$ cat src/rtl/core/fbr_pkg.sv
`timescale 1ns / 1ps
// ----------------------------------------------------------------------------
// Framebuffer blitter package
// Shared types, codes and defaults for the raster-op framebuffer engine.
// ----------------------------------------------------------------------------
package fbr_pkg;

    // Default screen geometry
    localparam int SCREEN_WIDTH_DEF  = 128;
    localparam int SCREEN_HEIGHT_DEF = 64;

    // Command codes; code 7 is not a command
    typedef enum logic [2:0] {
        CMD_CLEAR      = 3'd0,
        CMD_SET        = 3'd1,
        CMD_FILL       = 3'd2,
        CMD_FLUSH      = 3'd3,
        CMD_BLIT_BEGIN = 3'd4,
        CMD_BLIT_DATA  = 3'd5,
        CMD_READ       = 3'd6
    } t_cmd;

    // Sequencer states
    typedef enum logic [2:0] {
        ST_IDLE,
        ST_EXEC,
        ST_FILL,
        ST_RMW,
        ST_RDWAIT,
        ST_DONE
    } t_state;

    // Result status codes
    localparam logic [1:0] STATUS_OK      = 2'd0;
    localparam logic [1:0] STATUS_NO_BLIT = 2'd1;
    localparam logic [1:0] STATUS_BAD_CMD = 2'd2;

    // Raster op codes
    localparam logic [7:0] ROP_ASSIGN = 8'd0;
    localparam logic [7:0] ROP_AND    = 8'd1;
    localparam logic [7:0] ROP_OR     = 8'd2;
    localparam logic [7:0] ROP_XOR    = 8'd3;
    localparam logic [7:0] ROP_XNOR   = 8'd4;

    // Finished result handed from the sequencer to the output register
    typedef struct packed {
        logic        load;
        logic [1:0]  status;
        logic [7:0]  pixel;
        logic [15:0] src_offset;
        logic        blit_active;
    } t_result;

endpackage

$ cat src/rtl/core/fbr_rop.sv
`timescale 1ns / 1ps
// ----------------------------------------------------------------------------
// Raster op unit
// Combines a source pixel with the current target pixel.
// ----------------------------------------------------------------------------
module fbr_rop (
    input  logic [7:0] i_op,
    input  logic [7:0] i_cur,
    input  logic [7:0] i_src,
    output logic [7:0] o_pix
);

    // Unknown ops keep the target pixel
    always_comb begin
        case (i_op)
            fbr_pkg::ROP_ASSIGN: o_pix = i_src;
            fbr_pkg::ROP_AND:    o_pix = i_cur & i_src;
            fbr_pkg::ROP_OR:     o_pix = i_cur | i_src;
            fbr_pkg::ROP_XOR:    o_pix = i_cur ^ i_src;
            fbr_pkg::ROP_XNOR:   o_pix = ~(i_cur ^ i_src);
            default:             o_pix = i_cur;
        endcase
    end

endmodule

$ cat src/rtl/core/fbr_ctrl.sv
`timescale 1ns / 1ps
// ----------------------------------------------------------------------------
// Framebuffer command sequencer
// Runs one command at a time: rectangle walker for clear and fill, single
// pixel access, and read-modify-write through the raster op unit for blits.
// ----------------------------------------------------------------------------
module fbr_ctrl #(
    parameter  int SCREEN_WIDTH  = fbr_pkg::SCREEN_WIDTH_DEF,
    parameter  int SCREEN_HEIGHT = fbr_pkg::SCREEN_HEIGHT_DEF,
    localparam int XB = (SCREEN_WIDTH  > 1) ? $clog2(SCREEN_WIDTH)  : 1,
    localparam int YB = (SCREEN_HEIGHT > 1) ? $clog2(SCREEN_HEIGHT) : 1,
    localparam int AW = XB + YB
) (
    input  logic             i_clk,
    input  logic             i_rst_n,
    // command beats
    input  logic             i_in_valid,
    output logic             o_in_stall,
    input  logic [2:0]       i_command,
    input  logic [7:0]       i_x_pos,
    input  logic [7:0]       i_y_pos,
    input  logic [7:0]       i_rect_width,
    input  logic [7:0]       i_rect_height,
    input  logic [7:0]       i_data_value,
    // result hand-off
    input  logic             i_out_free,
    output fbr_pkg::t_result o_result,
    // pixel store
    output logic             o_mem_we,
    output logic [AW-1:0]    o_mem_addr,
    output logic [7:0]       o_mem_wdata,
    input  logic [7:0]       i_mem_rdata
);

    localparam logic [8:0] W9 = 9'(SCREEN_WIDTH);
    localparam logic [8:0] H9 = 9'(SCREEN_HEIGHT);

    fbr_pkg::t_state r_state, n_state;

    logic        r_init, n_init;
    logic [2:0]  r_cmd, n_cmd;
    logic [7:0]  r_px, n_px, r_py, n_py, r_rw, n_rw, r_rh, n_rh, r_data, n_data;
    logic [7:0]  r_wx, n_wx, r_wy, n_wy, r_wy0, n_wy0;
    logic [8:0]  r_wxlim, n_wxlim, r_wylim, n_wylim;
    logic [7:0]  r_bx, n_bx, r_by, n_by, r_bw, n_bw, r_bh, n_bh;
    logic [7:0]  r_bcol, n_bcol, r_brow, n_brow, r_bop, n_bop;
    logic        r_busy, n_busy;
    logic [15:0] r_offset, n_offset;
    logic [1:0]  r_status, n_status;
    logic [7:0]  r_pix, n_pix;

    logic          accept;
    logic [AW-1:0] fill_addr, blit_addr, pix_addr;
    logic [8:0]    tx, ty, wx_inc, wy_inc, xend, yend, xlim, ylim;
    logic          blit_on, pix_on, fill_empty;
    logic [7:0]    row_inc, col_inc;
    logic [7:0]    adv_row, adv_col;
    logic          adv_busy;
    logic [7:0]    rop_pix;

    assign accept     = i_in_valid && (r_state == fbr_pkg::ST_IDLE);
    assign o_in_stall = (r_state != fbr_pkg::ST_IDLE);

    // Walker position and address
    assign fill_addr = {r_wy[YB-1:0], r_wx[XB-1:0]};
    assign wx_inc    = {1'b0, r_wx} + 9'd1;
    assign wy_inc    = {1'b0, r_wy} + 9'd1;

    // Clip the fill rectangle at the screen edge
    assign xend       = {1'b0, r_px} + {1'b0, r_rw};
    assign yend       = {1'b0, r_py} + {1'b0, r_rh};
    assign xlim       = (xend < W9) ? xend : W9;
    assign ylim       = (yend < H9) ? yend : H9;
    assign fill_empty = ({1'b0, r_px} >= xlim) || ({1'b0, r_py} >= ylim);

    // Single pixel address for set and read
    assign pix_on   = ({1'b0, r_px} < W9) && ({1'b0, r_py} < H9);
    assign pix_addr = {r_py[YB-1:0], r_px[XB-1:0]};

    // Blit target address
    assign tx        = {1'b0, r_bx} + {1'b0, r_bcol};
    assign ty        = {1'b0, r_by} + {1'b0, r_brow};
    assign blit_on   = (tx < W9) && (ty < H9);
    assign blit_addr = {ty[YB-1:0], tx[XB-1:0]};

    // Column-major blit advance: rows inside a column, then next column
    assign row_inc = r_brow + 8'd1;
    assign col_inc = r_bcol + 8'd1;
    always_comb begin
        adv_row  = row_inc;
        adv_col  = r_bcol;
        adv_busy = r_busy;
        if (row_inc >= r_bh) begin
            adv_row = 8'd0;
            adv_col = col_inc;
            if (col_inc >= r_bw) begin
                adv_busy = 1'b0;
            end
        end
    end

    fbr_rop u_rop (
        .i_op  (r_bop),
        .i_cur (i_mem_rdata),
        .i_src (r_data),
        .o_pix (rop_pix)
    );

    // Next state and datapath
    always_comb begin
        n_state  = r_state;
        n_init   = r_init;
        n_cmd    = r_cmd;
        n_px     = r_px;
        n_py     = r_py;
        n_rw     = r_rw;
        n_rh     = r_rh;
        n_data   = r_data;
        n_wx     = r_wx;
        n_wy     = r_wy;
        n_wy0    = r_wy0;
        n_wxlim  = r_wxlim;
        n_wylim  = r_wylim;
        n_bx     = r_bx;
        n_by     = r_by;
        n_bw     = r_bw;
        n_bh     = r_bh;
        n_bcol   = r_bcol;
        n_brow   = r_brow;
        n_bop    = r_bop;
        n_busy   = r_busy;
        n_offset = r_offset;
        n_status = r_status;
        n_pix    = r_pix;

        o_mem_we    = 1'b0;
        o_mem_addr  = pix_addr;
        o_mem_wdata = r_data;

        o_result.load        = 1'b0;
        o_result.status      = r_status;
        o_result.pixel       = r_pix;
        o_result.src_offset  = r_offset;
        o_result.blit_active = r_busy;

        case (r_state)
            fbr_pkg::ST_IDLE: begin
                if (accept) begin
                    n_cmd    = i_command;
                    n_px     = i_x_pos;
                    n_py     = i_y_pos;
                    n_rw     = i_rect_width;
                    n_rh     = i_rect_height;
                    n_data   = i_data_value;
                    n_status = fbr_pkg::STATUS_OK;
                    n_pix    = 8'd0;
                    n_state  = fbr_pkg::ST_EXEC;
                end
            end

            fbr_pkg::ST_EXEC: begin
                n_state = fbr_pkg::ST_DONE;
                case (fbr_pkg::t_cmd'(r_cmd))
                    fbr_pkg::CMD_CLEAR: begin
                        n_wx    = 8'd0;
                        n_wy    = 8'd0;
                        n_wy0   = 8'd0;
                        n_wxlim = W9;
                        n_wylim = H9;
                        n_state = fbr_pkg::ST_FILL;
                    end
                    fbr_pkg::CMD_SET: begin
                        o_mem_we = pix_on;
                    end
                    fbr_pkg::CMD_FILL: begin
                        n_wx    = r_px;
                        n_wy    = r_py;
                        n_wy0   = r_py;
                        n_wxlim = xlim;
                        n_wylim = ylim;
                        if (!fill_empty) begin
                            n_state = fbr_pkg::ST_FILL;
                        end
                    end
                    fbr_pkg::CMD_FLUSH: begin
                        n_state = fbr_pkg::ST_DONE;
                    end
                    fbr_pkg::CMD_BLIT_BEGIN: begin
                        n_bx     = r_px;
                        n_by     = r_py;
                        n_bw     = r_rw;
                        n_bh     = r_rh;
                        n_bop    = r_data;
                        n_bcol   = 8'd0;
                        n_brow   = 8'd0;
                        n_offset = 16'd0;
                        n_busy   = (r_rw != 8'd0) && (r_rh != 8'd0);
                    end
                    fbr_pkg::CMD_BLIT_DATA: begin
                        if (!r_busy) begin
                            n_status = fbr_pkg::STATUS_NO_BLIT;
                        end else if (blit_on) begin
                            // fetch the target pixel, combine next cycle
                            o_mem_addr = blit_addr;
                            n_state    = fbr_pkg::ST_RMW;
                        end else begin
                            // off-screen target: drop the write, still advance
                            n_offset = r_offset + 16'd1;
                            n_brow   = adv_row;
                            n_bcol   = adv_col;
                            n_busy   = adv_busy;
                        end
                    end
                    fbr_pkg::CMD_READ: begin
                        if (pix_on) begin
                            n_state = fbr_pkg::ST_RDWAIT;
                        end
                    end
                    default: begin
                        n_status = fbr_pkg::STATUS_BAD_CMD;
                    end
                endcase
            end

            fbr_pkg::ST_FILL: begin
                o_mem_we   = 1'b1;
                o_mem_addr = fill_addr;
                if (wy_inc == r_wylim) begin
                    n_wy = r_wy0;
                    n_wx = wx_inc[7:0];
                    if (wx_inc == r_wxlim) begin
                        n_init  = 1'b0;
                        n_state = r_init ? fbr_pkg::ST_IDLE : fbr_pkg::ST_DONE;
                    end
                end else begin
                    n_wy = wy_inc[7:0];
                end
            end

            fbr_pkg::ST_RMW: begin
                o_mem_we    = 1'b1;
                o_mem_addr  = blit_addr;
                o_mem_wdata = rop_pix;
                n_offset    = r_offset + 16'd1;
                n_brow      = adv_row;
                n_bcol      = adv_col;
                n_busy      = adv_busy;
                n_state     = fbr_pkg::ST_DONE;
            end

            fbr_pkg::ST_RDWAIT: begin
                n_pix   = i_mem_rdata;
                n_state = fbr_pkg::ST_DONE;
            end

            fbr_pkg::ST_DONE: begin
                if (i_out_free) begin
                    o_result.load = 1'b1;
                    n_state       = fbr_pkg::ST_IDLE;
                end
            end

            default: begin
                n_state = fbr_pkg::ST_IDLE;
            end
        endcase
    end

    // State register; reset starts the clearing pass
    always_ff @(posedge i_clk) begin
        if (!i_rst_n) begin
            r_state <= fbr_pkg::ST_FILL;
        end else begin
            r_state <= n_state;
        end
    end

    // Walker, blit and result registers
    always_ff @(posedge i_clk) begin
        if (!i_rst_n) begin
            r_init   <= 1'b1;
            r_cmd    <= 3'd0;
            r_px     <= 8'd0;
            r_py     <= 8'd0;
            r_rw     <= 8'd0;
            r_rh     <= 8'd0;
            r_data   <= 8'd0;
            r_wx     <= 8'd0;
            r_wy     <= 8'd0;
            r_wy0    <= 8'd0;
            r_wxlim  <= W9;
            r_wylim  <= H9;
            r_bx     <= 8'd0;
            r_by     <= 8'd0;
            r_bw     <= 8'd0;
            r_bh     <= 8'd0;
            r_bcol   <= 8'd0;
            r_brow   <= 8'd0;
            r_bop    <= 8'd0;
            r_busy   <= 1'b0;
            r_offset <= 16'd0;
            r_status <= fbr_pkg::STATUS_OK;
            r_pix    <= 8'd0;
        end else begin
            r_init   <= n_init;
            r_cmd    <= n_cmd;
            r_px     <= n_px;
            r_py     <= n_py;
            r_rw     <= n_rw;
            r_rh     <= n_rh;
            r_data   <= n_data;
            r_wx     <= n_wx;
            r_wy     <= n_wy;
            r_wy0    <= n_wy0;
            r_wxlim  <= n_wxlim;
            r_wylim  <= n_wylim;
            r_bx     <= n_bx;
            r_by     <= n_by;
            r_bw     <= n_bw;
            r_bh     <= n_bh;
            r_bcol   <= n_bcol;
            r_brow   <= n_brow;
            r_bop    <= n_bop;
            r_busy   <= n_busy;
            r_offset <= n_offset;
            r_status <= n_status;
            r_pix    <= n_pix;
        end
    end

endmodule

$ cat config.mk
export PLATFORM = sky130hd
export DESIGN_NAME = fbr_ctrl
export DESIGN_NICKNAME = d
export VERILOG_FILES = /design/src/rtl/core/fbr_pkg.sv /design/src/rtl/core/fbr_rop.sv /design/src/rtl/core/fbr_ctrl.sv
export SDC_FILE = /design/constraint.sdc
export NUM_CORES = 1
export LEC_CHECK = 0
export ABC_AREA = 1
export BUFFER_PORTS_ARGS = -buffer_cell sky130_fd_sc_hd__buf_2
export CAP_MARGIN = 20
export CORE_ASPECT_RATIO = 1.75
export CORE_UTILIZATION = 30
export DETAILED_ROUTE_END_ITERATION = 12
export GPL_TIMING_DRIVEN = 1
export PLACE_DENSITY = 0.43
export SLEW_MARGIN = 20
export SYNTH_ARGS = -nofsm -noshare
export SYNTH_HDL_FRONTEND = slang
export SYNTH_SLANG_ARGS = --single-unit
$ cat constraint.sdc
create_clock -name i_clk -period 3.9 [get_ports i_clk]
set_input_delay 0.195 -clock i_clk [delete_from_list [all_inputs] [get_ports i_clk]]
set_output_delay 0.195 -clock i_clk [all_outputs]
set_load 0.01 [all_outputs]
; Word level (Yosys, flattened, before mapping)
; Cells that the tools add are included.
; Widths: inputs -> output; s select.
[totals]
memories = 0
ram_bits = 0
input_bits = 55
regBits = 172
elab_cells = 161
output_inout_bits = 51
rom_bits = 0
latchBits = 0
[op_classes]
n_reduce_logical = 30
n_mux = 57
n_bitwise = 4
magnitude_cmp = 10
n_eq_ne = 27
div = 0
n_addsub = 9
shifts = 0
n_mul = 0
[ops]
columns = operator, n
row1 = $pmux 8 s2, 9
row2 = $mux 8, 10
row3 = $pmux 16 s2, 2
row4 = $pmux 8 s5, 1
row5 = $mux 13, 3
row6 = $pmux 13 s3, 1
row7 = $add 8x8->9, 4
row8 = $pmux 9 s2, 2
row9 = $mux 16, 2
row10 = $mux 3, 8
row11 = $add 8x1->9 const B, 2
row12 = $eq 9x9->1, 2
row13 = $ge 8x9->1, 2
row14 = $lt 9x7->1 const B, 2
row15 = $lt 9x8->1 const B, 2
row16 = $mux 9, 2
row17 = $add 16x1->16 const B, 1
row18 = $add 8x1->8 const B, 2
row19 = $eq 8x2->1 const B, 2
row20 = $ge 8x8->1, 2
row21 = $reduce_bool 8->1, 2
row22 = $eq 3x3->1 const B, 5
row23 = $pmux 3 s5, 1
row24 = $eq 3x2->1 const B, 4
row25 = 28 further kinds, 64

; Logic depth before layout (Yosys ltp)
; Gate-level depths: netlist of the first run.
[logic_depth]
depth_word = 8
mapped_depth = 22
depth_no_buf = 22

; Cells and area by module
; From an unflattened synthesis of the first run, not the netlist that was laid out.
[hier_totals]
hier_cells = 1639
area_unflattened_um2 = 11124.4
[modules_own_cells]
columns = mod, area_each_um2, n_inst, cells_per_inst, seq_area_each_um2
row1 = fbr_ctrl, 10213.5, 1, 1476, 3443.3
row2 = fbr_rop, 910.9, 1, 163, 0.0

; Least setup slack after synthesis of the first run
; Ideal clock, no wire load.
[synth_timing]
path_kind = register to register
startpoint = register r_px[0]
endpoint = register r_state[2]
stages_incl_launch_ff = 22
path_buffers = 0
arrival_time_ns = 2.904
path_slack_ns = 0.864
required_time_ns = 3.768
synth_period_minus_slack_ns = 3.036
setup_ns = 0.132
path_cell_list = dfxtp_1 > ha_1 > fa_1 > nand3_1 > nand2_1 > nand3_1 > nand3_1 > nor2_1 > inv_1 > nor3_1 > inv_1 > ha_1 > a21oi_1 > o21ai_0 > nand4_1 > nand3_1 > a21oi_1 > nand3_1 > nand3_1 > nand2_1 > nand2_1 > a21oi_1
[synth_between]
elab_chain_len = 8
[synth_rtl]
columns = item, line
row1 = from (decl), fbr_ctrl.sv:42  ; logic [7:0] r_px, n_px, r_py, n_py, r_rw, n_rw, r_rh, n_rh, r_data, n_data;
row2 = from (signal assigned), fbr_ctrl.sv:307  ; r_px <= n_px;
row3 = $add 8x8->9, fbr_ctrl.sv:70  ; assign xend = {1'b0, r_px} + {1'b0, r_rw};
row4 = $lt 9x8->1, fbr_ctrl.sv:72  ; assign xlim = (xend < W9) ? xend : W9;
row5 = $mux 9, fbr_ctrl.sv:72
row6 = $ge 8x9->1 *, fbr_ctrl.sv:74  ; assign fill_empty = ({1'b0, r_px} >= xlim) || ({1'b0, r_py} >= ylim);
row7 = $logic_or 1x1->1 *, fbr_ctrl.sv:74
row8 = $mux 3 *, fbr_ctrl.sv:181  ; if (!fill_empty) begin
row9 = $pmux 3 s4 *, fbr_ctrl.sv:163  ; case (fbr_pkg::t_cmd'(r_cmd))
row10 = $pmux 3 s5 *, fbr_ctrl.sv:146  ; case (r_state)
row11 = to (signal assigned), fbr_ctrl.sv:272  ; r_state <= fbr_pkg::ST_FILL;
row12 = to (signal assigned), fbr_ctrl.sv:274  ; r_state <= n_state;
row13 = to (decl), fbr_ctrl.sv:38  ; fbr_pkg::t_state r_state, n_state;
; Every way passes the cells marked *; elsewhere a longest branch is shown, timed or not.
; A chain may end at the register's enable or synchronous reset.

; Worst setup path after layout of the first run
[layout_timing]
startpoint = register r_bcol[0]
endpoint = output port o_mem_addr[6]
[layout_between]
elab_chain_len = 7
[layout_rtl]
columns = item, line
row1 = from (decl), fbr_ctrl.sv:46  ; logic [7:0] r_bcol, n_bcol, r_brow, n_brow, r_bop, n_bop;
row2 = from (signal assigned), fbr_ctrl.sv:321  ; r_bcol <= n_bcol;
row3 = $add 8x8->9 *, fbr_ctrl.sv:81  ; assign tx = {1'b0, r_bx} + {1'b0, r_bcol};
row4 = $lt 9x8->1, fbr_ctrl.sv:83  ; assign blit_on = (tx < W9) && (ty < H9);
row5 = $logic_and 1x1->1, fbr_ctrl.sv:83
row6 = $mux 13, fbr_ctrl.sv:202  ; end else if (blit_on) begin
row7 = $mux 13, fbr_ctrl.sv:200  ; if (!r_busy) begin
row8 = $mux 13, fbr_ctrl.sv:163
row9 = $pmux 13 s3 *, fbr_ctrl.sv:146
row10 = to (decl), fbr_ctrl.sv:30  ; output logic [AW-1:0] o_mem_addr,
; Marked as above.

==> results by group, run 1 <==
Outcome
  – Status: completed

Pwr
  – Reg power frac: 46.9%
  – Share of power burned in the clock network: 49.3%
  – Leak: 5.71 nW
  – Internal power consumption: 0.00283 W
  – P_sw: 0.000919 W
  – Worst VDD drop: 0.000311 V
  – Combinational share of power: 3.8%
  – Sw Ratio: 24.5%
  – Power per Cell Area: 297 mW/mm^2

Place
  – Pre-CTS setup slack: 0.574 ns
  – Port bufs: 105
  – Detailed placer's ending HPWL: 29.2 mm
  – Routability cong.: 0.931
  – Placed cells: 2107

Drt
  – Via Count: 10490
  – DR iter-0 viols: 414
  – Residual DRC: 0
  – DRT met1 WL: 14.9 mm
  – DR WL/cell: 17.4 um
  – Via-to-Cell Ratio: 4.88
  – Final wirelength: 37.4 mm
  – Drt first pass iters: 5
  – Remaining antenna violation count: 0
  – Met3 WL: 1.04 mm
  – Met2 WL: 20.0 mm
  – DR top layer: met4

Floorplanning
  – Die Width: 146 um
  – Die footprint: 0.0370 sq mm
  – Row cnt: 91
  – CORE AREA: 0.0354 sq mm
  – IO Pins: 106
  – Die Height: 254 um
  – Initial core utilization: 30.7%

Global route
  – Largest net degree at the start of global routing: 62
  – Initial antenna violation count: 0
  – Vias in the first global route: 10484
  – First-pass GRT wire length: 58.2 mm
  – Grt ovf: 0
  – GRT Total Usage: 20.6%

Synthesis
  – Post-synth EDFFs: 0
  – Post-synthesis sequential area ratio: 31.7%
  – Post-Syn Nets: 1711
  – Synth Instances: 1569
  – Commonest register cell after synthesis: dfxtp_1
  – Post-Syn Area: 0.0109 sq mm
  – #FFs+latches synth: 172
  – Post-synthesis async set-or-reset flop share: 0%
  – Syn Area/Cell: 6.92 sq um
  – Synth Warn #: 0
  – Synth cell types: 52

Setup path
  – Critical Path End Type: primary output
  – Required @ worst endpoint: 3.70 ns
  – Worst-path maximum fanout: 8
  – CP Class: flip-flop to primary output
  – CP Launch Type: flip-flop
  – CP arrival: 3.22 ns

Cells and area
  – Area of the multi-input gates: 0.00632 sq mm
  – Filler cell count: 3827
  – Most frequent cells in the layout: nand2_1, inv_1, a21oi_1, dfxtp_1, o21ai_0
  – Share of layout cells above drive strength 1: 12.4%
  – Final net count: 1814
  – Largest reg by FF count: r_offset
  – Biggest regs: r_offset x16, r_wxlim x9, r_wylim x9
  – Non-Filler Instances: 2150
  – Max reg flops: 16
  – Reg area: 0.00344 sq mm
  – P&R area growth vs syn: 16.2%
  – Antenna Diode Count: 0
  – Commonest non-fill, non-tap cell in the layout: nand2_1

Timing
  – Final Hold Fails: 0
  – Slew margin rel.: 47.4%
  – Worst Skew: 0.0121 ns
  – Worst slew pin tran: 0.787 ns
  – Fmax: 293 MHz
  – Final Max Tran Viols: 0
  – Crit path time final: 3.41 ns
  – Fin worst setup slack: 0.490 ns
  – Crit share post-route: 87.4%
  – Setup TNS: 0 ns
  – RSZ-0062 raised after global routing: no
  – Finish-stage setup viols: 0

Clocking
  – Post-CTS Setup Bufs: 0
  – CTS Sinks: 172
  – CTS buffer count: 17
  – CTS tree: done
  – Clock buffer depth: 2
  – Clock Latency Late Sink: 0.46 ns
  – H-tree levels: 4
  – CTS clk-pin slew, worst paths: 0.08 ns
  – Root buf cell: clkbuf_16
  – Post-CTS Resized: 0
  – CTS Hold Buffers Added: 11

Job
  – Max Cap Viol: 0

Hold path
  – Hold Path Class: input pin to flip-flop
## through the flow
stage	util [%]	cell area, sq um	power, W	hold slack (ns)
after floorplan	-	10900	0.00187	0.330
after global placement	33.6	11900	0.00194	0.419
after detailed placement	33.6	11900	0.00194	0.426
after CTS	35.7	12600	0.00382	0.000151
after global routing	35.7	12600	0.00389	0.00931
final	35.7	12600	0.00375	0.0150
## worst paths after layout
path	end	depth (start not counted)	from	slack, ns
worst max-delay path	o_mem_addr[6]	13	r_bcol[0]	0.49
worst min-delay path	r_data[6]	3	i_data_value[6]	0.02
worst max register to register	r_state[1]	20	r_px[0]	0.56
worst min register to register	r_wxlim[8]	2	r_wxlim[8]	0.46
## layer usage
metal / vias to the layer above / global-route usage (%)
li1: 5414 / -
met1: 4829 / 22.0
met2: 178 / 39.4
met3: 69 / 3.00
met4: 0 / 9.83
met5: - / 0
## critical path, cell delays in order (launching register included)
cell       delay (ns)
dfxtp_1          0.39
ha_1             0.26
fa_1             0.42
nand3_1          0.10
nand2_1          0.10
nand2_1          0.08
o211ai_1         0.08
nor2_1           0.20
nand4_2          0.14
inv_1            0.34
nand2_1          0.09
nand3_1          0.08
o2111ai_1        0.23
buf_2            0.23
## cell type report
cell class	instances	area share (%)
multi-input cells	1123	50.1
flip-flops and latches	172	27.3
repair buffers	140	6.68
inverters	218	6.48
well taps	465	4.61
clock buffers	17	3.37
clock inverters	15	1.50
## Yosys cell counts (7+ instances only)
cell type,n,share of area (%)
xor2_1,26,2.1
inv_2,8,0.28
buf_4,7,0.48
nand2_1,320,11
xnor2_1,14,1.1
o21ai_0,134,6.2
ha_1,83,9.6
nand4_1,35,2.0
nand3b_1,7,0.48
o211ai_1,17,1.2
o21ai_1,18,0.83
nand3_1,78,3.6
clkbuf_1,38,1.3
nor2_1,99,3.4
o2111ai_1,8,0.65
nor3_1,16,0.74
o22ai_1,7,0.40
a21oi_1,191,8.8
inv_1,209,7.2
dfxtp_1,172,32
## kinds of logic after synthesis
logic type | synth area share (%)
xor gates and xnor gates | 3.38
AOI/OAI and AO/OA | 20.0
adders and majority gates | 10.3
buffers and inverters | 10.1
other | 0.0345
DFF | 31.7
and+or+nand+nor | 24.5
## power groups by stage
| stage | Sequential, W | Combinational [W] | Clock, W |
|---|---|---|---|
| after floorplan | 0.00180 | 0.0000672 | 0 |
| after global placement | 0.00180 | 0.000137 | 0 |
| after detailed placement | 0.00180 | 0.000137 | 0 |
| after CTS | 0.00176 | 0.000146 | 0.00191 |
| after global routing | 0.00176 | 0.000161 | 0.00197 |
| final | 0.00176 | 0.000143 | 0.00185 |
(Power assumes the default switching activity.)
==> inputs of run 2 (changes only) <==
SYNTH_HIERARCHICAL = 1   (was default)
==> run 2 against run 1 <==
Compared with the run above:
- clock-buffer cell count is 5 higher
- setup slack worse by 0.18 ns
- synthesized cell count up 4.5%
- via count rose by 2.9%
- highest routed layer unchanged
- global-route usage is 1.2 points higher
- final cell count is 3.0% higher
- largest power group unchanged
- hold slack lost 0.0072 ns
- largest cell class unchanged
==> results by group, run 2 <==
Outcome
  – Status: completed

Drt
  – DR iter-0 viols: 568 (+37%)
  – Final wirelength: 40.0 mm (+7.2%)
  – Via Count: 10798 (+2.9%)
  – Remaining antenna violation count: 0 (unchanged)
  – Via-to-Cell Ratio: 4.87 (about the same)
  – Met2 WL: 22.0 mm (+10%)
  – Drt first pass iters: 5 (unchanged)
  – DR top layer: met4
  – Residual DRC: 0 (unchanged)
  – Met3 WL: 733 um (-30%)
  – DR WL/cell: 18.1 um (+4.0%)
  – DRT met1 WL: 15.7 mm (+5.2%)

Pwr
  – Sw Ratio: 24.3% (-0.16 points)
  – Internal power consumption: 0.00278 W (-1.8%)
  – P_sw: 0.000895 W (-2.6%)
  – Combinational share of power: 3.7% (about the same)
  – Power per Cell Area: 289 mW/mm^2 (-2.7%)
  – Share of power burned in the clock network: 48.4% (-0.9 points)
  – Worst VDD drop: 0.000273 V (-12%)
  – Reg power frac: 47.9% (+1.0 points)
  – Leak: 5.67 nW (-0.80%)

Timing
  – RSZ-0062 raised after global routing: no
  – Setup TNS: 0 ns (unchanged)
  – Crit share post-route: 92.1% (+4.6 points)
  – Final Hold Fails: 0 (unchanged)
  – Fmax: 278 MHz (-5.0%)
  – Finish-stage setup viols: 0 (unchanged)
  – Worst Skew: 0.0130 ns (+0.000898 ns)
  – Crit path time final: 3.59 ns (+0.181 ns)
  – Final Max Tran Viols: 0 (unchanged)
  – Worst slew pin tran: 0.792 ns (+0.00406 ns)
  – Hold slack: 0.00785 ns (-0.00717 ns)
  – Slew margin rel.: 46.7% (-0.70 points)

Synthesis
  – #FFs+latches synth: 172 (unchanged)
  – Post-synth EDFFs: 0 (unchanged)
  – Synth Instances: 1639 (+4.5%)
  – Synth area leaders: dfxtp_1, nand2_1, ha_1
  – Post-synthesis sequential area ratio: 31.0% (-0.75 points)
  – Top-count cell post-synth: nand2_1
  – Biggest area consumer among synthesized cells: dfxtp_1
  – Yosys top cell area share: 31.0% (-0.75 points)
  – Post-Syn Nets: 1781 (+4.1%)
  – Post-Syn Area: 0.0111 sq mm (+2.4%)
  – Synth cell types: 53 (+1.9%)
  – Post-synthesis async set-or-reset flop share: 0% (unchanged)
  – Commonest register cell after synthesis: dfxtp_1
  – Synth Warn #: 6 (+6)
  – Top cells by count, synth: nand2_1, inv_1, a21oi_1
  – Syn Area/Cell: 6.79 sq um (-2.0%)

Cells and area
  – Final net count: 1869 (+3.0%)
  – Most frequent cells in the layout: nand2_1, inv_1, a21oi_1, dfxtp_1, o21ai_0
  – Biggest regs: r_offset x16, r_wxlim x9, r_wylim x9
  – Filler cell count: 4037 (+5.5%)
  – Largest reg by FF count: r_offset
  – Commonest non-fill, non-tap cell in the layout: nand2_1
  – P&R area growth vs syn: 14.3%
  – Share of layout cells above drive strength 1: 12.5% (+0.075 points)
  – Max reg flops: 16 (unchanged)

Global route
  – Initial antenna violation count: 1 (+1)
  – GRT Total Usage: 21.8% (+1.2 points)
  – Largest net degree at the start of global routing: 78 (+26%)
  – Vias in the first global route: 10792 (+2.9%)
  – Grt ovf: 0 (unchanged)
  – First-pass GRT wire length: 62.1 mm (+6.8%)

Job
  – Max Cap Viol: 0 (unchanged)

Setup path
  – CP Launch Type: flip-flop
  – Worst-path maximum fanout: 6 (-2)
  – CP Class: flip-flop to flip-flop
  – Critical Path End Type: flip-flop
  – End of the worst register-to-register path: r_state[0]
  – R2R depth: 22 (+10%)
  – Slack of the worst reg-to-reg path: 0.31 ns (-0.25 ns)
  – Required @ worst endpoint: 4.22 ns (+0.52 ns)
  – CP arrival: 3.91 ns (+0.69 ns)
  – Reg2reg start: r_px[0]

Clocking
  – CTS tree: done
  – Post-CTS Resized: 0 (unchanged)
  – Clock Latency Late Sink: 0.46 ns (about the same)
  – H-tree levels: 4 (unchanged)
  – Root buf cell: clkbuf_16
  – CTS buffer count: 17 (unchanged)
  – Clock buffer depth: 2 (unchanged)
  – CTS Sinks: 172 (unchanged)
  – CTS clk-pin slew, worst paths: 0.07 ns (about the same)

Hold path
  – End point of the worst hold path: r_rh[7]
  – Hold path startpoint: i_rect_height[7]
  – Hold Path Class: input pin to flip-flop
  – Hold Path Cell Cnt: 3 (unchanged)

Floorplanning
  – CORE AREA: 0.0367 sq mm (+3.5%)
  – Initial core utilization: 30.3% (-0.32 points)
  – Row cnt: 93 (+2.2%)
  – Die footprint: 0.0379 sq mm (+2.4%)
  – IO Pins: 106 (unchanged)
  – Die Width: 148 um (+1.2%)
  – Die Height: 257 um (+1.2%)

Place
  – Routability cong.: 0.908 (-2.5%)
  – Detailed placer's ending HPWL: 31.4 mm (+7.6%)
  – Port bufs: 105 (unchanged)
## run 2: cells by family after synthesis
| family | Yosys count | synth area share, % |
|---|---|---|
| buf+inv | 289 | 10.4 |
| other cells | 1 | 0.0337 |
| compound gates | 387 | 18.7 |
| simple gates | 664 | 26.7 |
| flops | 172 | 31.0 |
| fa+ha+maj | 87 | 10.1 |
| xor+xnor | 39 | 3.14 |
## run 2: worst max path at each step
stage	end	slack, ns	depth (start not counted)	from
after CTS	o_mem_addr[2]	0.20	13	r_brow[0]
final	r_state[0]	0.31	22	r_px[0]
after floorplan	r_state[0]	0.98	22	r_px[0]
after detailed placement	r_state[0]	0.31	23	r_rh[0]
after global routing	r_state[2]	0.006	19	r_py[5]
after global placement	r_state[0]	0.36	22	r_px[0]
## run 2: layout make-up
type / count / area [sq um] / share of cell area (%)
Multi-Input combinational cell: 1178 / 6520 / 51.3
Sequential cell: 172 / 3440 / 27.1
Inverter: 233 / 877 / 6.90
Timing Repair Buffer: 125 / 696 / 5.47
Tap cell: 475 / 594 / 4.67
Clock buffer: 22 / 464 / 3.65
Clock inverter: 9 / 114 / 0.895
Antenna cell: 1 / 2.50 / 0.0197
## run 2: stage by stage
stage               power [W]  instance area (sq um)  setup slack [ns]  utilization [%]  instances
floorplan             0.00187                  11100             0.978                -       1639
global placement      0.00194                  12100             0.363             33.0       2181
detailed placement    0.00194                  12100             0.314             33.1       2181
CTS                   0.00374                  12700             0.198             34.7       2214
global route          0.00381                  12700           0.00568             34.7       2215
finish                0.00368                  12700             0.309             34.7       2215
## run 2: routing by layer
layer / GRT usage, % / vias up
li1: - / 5561
met1: 22.9 / 5022
met2: 42.2 / 170
met3: 2.22 / 45
met4: 10.8 / 0
met5: 0 / -
## run 2: power by group through the flow
stage                     sequential (W)  combinational, W  clock (W)
after global routing             0.00176          0.000151    0.00189
after floorplan                  0.00180         0.0000656          0
after CTS                        0.00176          0.000140    0.00183
final                            0.00176          0.000137    0.00178
after detailed placement         0.00180          0.000137          0
after global placement           0.00180          0.000137          0
## run 2: worst max-delay path, cell delays in order, from the launching register on
cell	delay [ns]
dfxtp_1	0.35
ha_1	0.24
fa_1	0.41
nand3_1	0.13
nand2_1	0.11
nand2_1	0.09
nand2_1	0.05
a21oi_1	0.15
nand2_1	0.20
nor2_1	0.22
inv_1	0.07
ha_1	0.28
a21o_1	0.18
a21oi_1	0.16
o211ai_1	0.11
nor2_1	0.25
nand3_1	0.13
nand2_1	0.08
nand2_1	0.05
nand2_1	0.06
nand2_1	0.05
nand2_1	0.05
a21oi_1	0.05
## run 2: timing repair
item	4_1_cts	5_1_grt
hold buffers	2	0
endpoints found under the hold margin	2	0
setup buffers	0	0
==> inputs of run 3 (changes only) <==
ABC_AREA = 0   (was 1)
SKIP_LAST_GASP = 1   (was default)
==> run 3 against run 2 <==
Compared with the run above:
- power is 0.15% lower
- register-to-register slack worse by 0.07 ns
- global-route usage increased by 0.077 points
- combinational power is 7% higher
- highest routed layer is now met5
- hold slack better by 0.0047 ns
- via count is 0.71% higher
- sequential power about the same
- sequential share of layout area shrank 1.2 points
- design area rose by 4.8%
- critical path depth is 12 lower
- non-clock buffer count rose by 49
- clock power about the same
==> results by group, run 3 <==
Clocking
  – CTS clk-pin slew, worst paths: 0.08 ns (about the same)
  – Root buf cell: clkbuf_16
  – H-tree levels: 4 (unchanged)
  – CTS buffer count: 17 (unchanged)
  – CTS Sinks: 172 (unchanged)
  – CTS tree: done
  – Post-CTS Setup Bufs: 0 (unchanged)
  – Clock Latency Late Sink: 0.46 ns (about the same)
  – Clock buffer depth: 2 (unchanged)

Cells and area
  – Non-Filler Instances: 2054 (-7.3%)
  – Biggest regs: r_offset x16, r_wxlim x9, r_wylim x9
  – P&R area growth vs syn: 17.5%
  – Antenna Diode Count: 0 (-1)
  – Commonest non-fill, non-tap cell in the layout: nand2_1
  – Max reg flops: 16 (unchanged)
  – Final net count: 1708 (-8.6%)
  – Most frequent cells in the layout: nand2_1, dfxtp_1, buf_2, a21boi_0, nor2_1
  – Largest reg by FF count: r_offset
  – Share of layout cells above drive strength 1: 14.2% (+1.8 points)
  – Final instance area: 0.0133 sq mm (+4.8%)

Synthesis
  – Commonest register cell after synthesis: dfxtp_1
  – Top cells by count, synth: nand2_1, dfxtp_1, a21boi_0
  – Synth Warn #: 6 (unchanged)
  – #FFs+latches synth: 172 (unchanged)
  – Top-count cell post-synth: nand2_1
  – Syn Area/Cell: 7.76 sq um (+14%)
  – Synth cell types: 76 (+43%)
  – Yosys top cell area share: 30.4% (-0.57 points)
  – Post-Syn Nets: 1603 (-10%)
  – Post-synth EDFFs: 0 (unchanged)
  – Biggest area consumer among synthesized cells: dfxtp_1
  – Post-synthesis async set-or-reset flop share: 0% (unchanged)
  – Post-Syn Area: 0.0113 sq mm (+1.9%)
  – Synth area leaders: dfxtp_1, nand2_1, ha_1
  – Synth Instances: 1461 (-11%)
  – Post-synthesis sequential area ratio: 30.4% (-0.57 points)

Timing
  – Final Max Tran Viols: 0 (unchanged)
  – Worst slew pin tran: 0.981 ns (+0.190 ns)
  – Crit share post-route: 97.7% (+5.6 points)
  – Final Hold Fails: 0 (unchanged)
  – Setup TNS: 0 ns (unchanged)
  – Crit path time final: 3.81 ns (+0.219 ns)
  – Finish-stage setup viols: 0 (unchanged)
  – Fin worst setup slack: 0.0896 ns (-0.219 ns)
  – Fmax: 262 MHz (-5.8%)
  – Worst Skew: 0.0145 ns (+0.00154 ns)
  – Slew margin rel.: 34.1% (-13 points)
  – RSZ-0062 raised after global routing: yes
  – Hold slack: 0.0126 ns (+0.00471 ns)

Floorplanning
  – Die footprint: 0.0386 sq mm (+1.9%)
  – IO Pins: 106 (unchanged)
  – Initial core utilization: 30.6% (+0.28 points)
  – Die Width: 149 um (+0.92%)
  – Row cnt: 93 (unchanged)
  – CORE AREA: 0.0370 sq mm (+0.95%)
  – Die Height: 259 um (+0.93%)

Global route
  – Largest net degree at the start of global routing: 105 (+35%)
  – GRT Total Usage: 21.9% (+0.077 points)
  – First-pass GRT wire length: 63.1 mm (+1.6%)
  – Vias in the first global route: 10710 (-0.76%)
  – Grt ovf: 0 (unchanged)
  – Initial antenna violation count: 1 (unchanged)

Drt
  – Drt first pass iters: 5 (unchanged)
  – DR WL/cell: 20.3 um (+13%)
  – Final wirelength: 41.8 mm (+4.3%)
  – Residual DRC: 0 (unchanged)
  – Via-to-Cell Ratio: 5.29 (+8.6%)
  – DR iter-0 viols: 548 (-3.5%)
  – Remaining antenna violation count: 0 (unchanged)
  – Via Count: 10875 (+0.71%)

Place
  – Detailed placer's ending HPWL: 31.9 mm (+1.5%)
  – Port bufs: 105 (unchanged)
  – Pre-CTS setup slack: 0.0356 ns (-0.278 ns)
  – Cell Area, Placed: 0.0125 sq mm (+3.0%)
  – Placed cells: 2002 (-8.2%)
  – Routability cong.: 0.892 (-1.7%)

Hold path
  – Hold Path Class: input pin to flip-flop
  – Hold Path Cell Cnt: 3 (unchanged)
  – End point of the worst hold path: r_rh[3]
  – Hold path startpoint: i_rect_height[3]

Pwr
  – Worst VDD drop: 0.000308 V (+13%)
  – Power per Cell Area: 276 mW/mm^2 (-4.7%)
  – Leak: 5.30 nW (-6.6%)

Setup path
  – Worst-path maximum fanout: 6 (unchanged)
  – End of the worst register-to-register path: r_state[0]
  – CP Launch Type: flip-flop
  – CP arrival: 3.62 ns (-0.29 ns)
  – Critical Path End Type: primary output
  – Reg2reg start: r_px[0]
  – CP Class: flip-flop to primary output
  – Required @ worst endpoint: 3.70 ns (-0.52 ns)
  – R2R depth: 17 (-23%)
  – Slack of the worst reg-to-reg path: 0.24 ns (-0.07 ns)

Job
  – Max Cap Viol: 0 (unchanged)

Outcome
  – Status: completed
## run 3: cell types whose count changed after synthesis, moves of 14 or more
cell | previous run | this run
xnor2_1 | 12 | 38
clkbuf_1 | 40 | 63
a21boi_0 | 0 | 98
nor2_1 | 134 | 91
nor2b_1 | 0 | 24
a21oi_1 | 189 | 88
a211oi_1 | 0 | 16
nand2_1 | 326 | 288
nand3_1 | 98 | 42
nand2b_1 | 0 | 19
o21ai_0 | 142 | 38
inv_1 | 217 | 62
and2_1 | 0 | 14
## run 3: power by group
group | switching (W) | total [W] | internal [W] | leakage (nW)
clock network | 0.000839 | 0.00176 | 0.000924 | 0.285
logic | 0.0000748 | 0.000147 | 0.0000723 | 3.63
registers | 0.00000530 | 0.00176 | 0.00176 | 1.39
total | 0.000919 | 0.00367 | 0.00275 | 5.30
## run 3: area by class of cell
cell class	count	area [sq um]
Inverter	63	236
Sequential cell	172	3440
Tap cell	475	594
Clock inverter	13	139
Clock buffer	19	443
Multi-Input combinational cell	1138	7350
Fill cell	3992	23700
Timing Repair Buffer	174	1110
## run 3: worst max path at each step
stage | from | to | slack (ns) | cells after the start
detailed placement | r_px[0] | r_state[0] | 0.04 | 17
global placement | r_px[0] | r_state[0] | 0.13 | 17
floorplan | r_px[0] | r_state[0] | 0.09 | 17
global route | r_px[0] | r_state[0] | -0.04 | 17
finish | r_brow[0] | o_mem_addr[6] | 0.09 | 10
CTS | r_bcol[0] | o_mem_addr[6] | 0.002 | 11
## run 3: stage by stage
stage / power, W / util (%)
after floorplan: 0.00187 / -
after global placement: 0.00194 / 33.7
after detailed placement: 0.00194 / 33.7
after CTS: 0.00373 / 35.8
after global routing: 0.00382 / 36.0
final: 0.00367 / 36.0
## run 3: repair_timing
item                       in CTS  in global routing
cloned                          0                  0
gates resized for setup         1                 11
setup endpoints to repair       3                  8
hold buffers                   20                  0
pin swaps                       0                  2
hold endpoints to repair       20                  0
## run 3: worst max-delay path, stage by stage (launching register included)
cell and delay (ns):
dfxtp_2 0.39, ha_1 0.22, fa_1 0.26, a211oi_1 0.10, or3_1 0.37, o211a_1 0.30
or4b_4 0.57, or3_4 0.39, a21oi_1 0.14, a2bb2oi_1 0.24, buf_2 0.17
## run 3: logic make-up after synthesis
logic type | share of synthesized area (%)
mux | 1.06
simple gates | 23.2
compound gates | 25.7
xor+xnor | 4.42
flops | 30.4
buf+inv | 5.42
fa+ha+maj | 9.87
other cells | 0.0331
## run 3: routing by layer
| metal | up-vias | share of wire, % | track usage [%] |
|---|---|---|---|
| met2 | 210 | 54 | 41.5 |
| met1 | 5198 | 38 | 22.8 |
| li1 | 5394 | - | - |
| met5 | - | 0.031 | 0 |
| met3 | 71 | 3.1 | 3.02 |
| met4 | 2 | 4.9 | 12.1 |
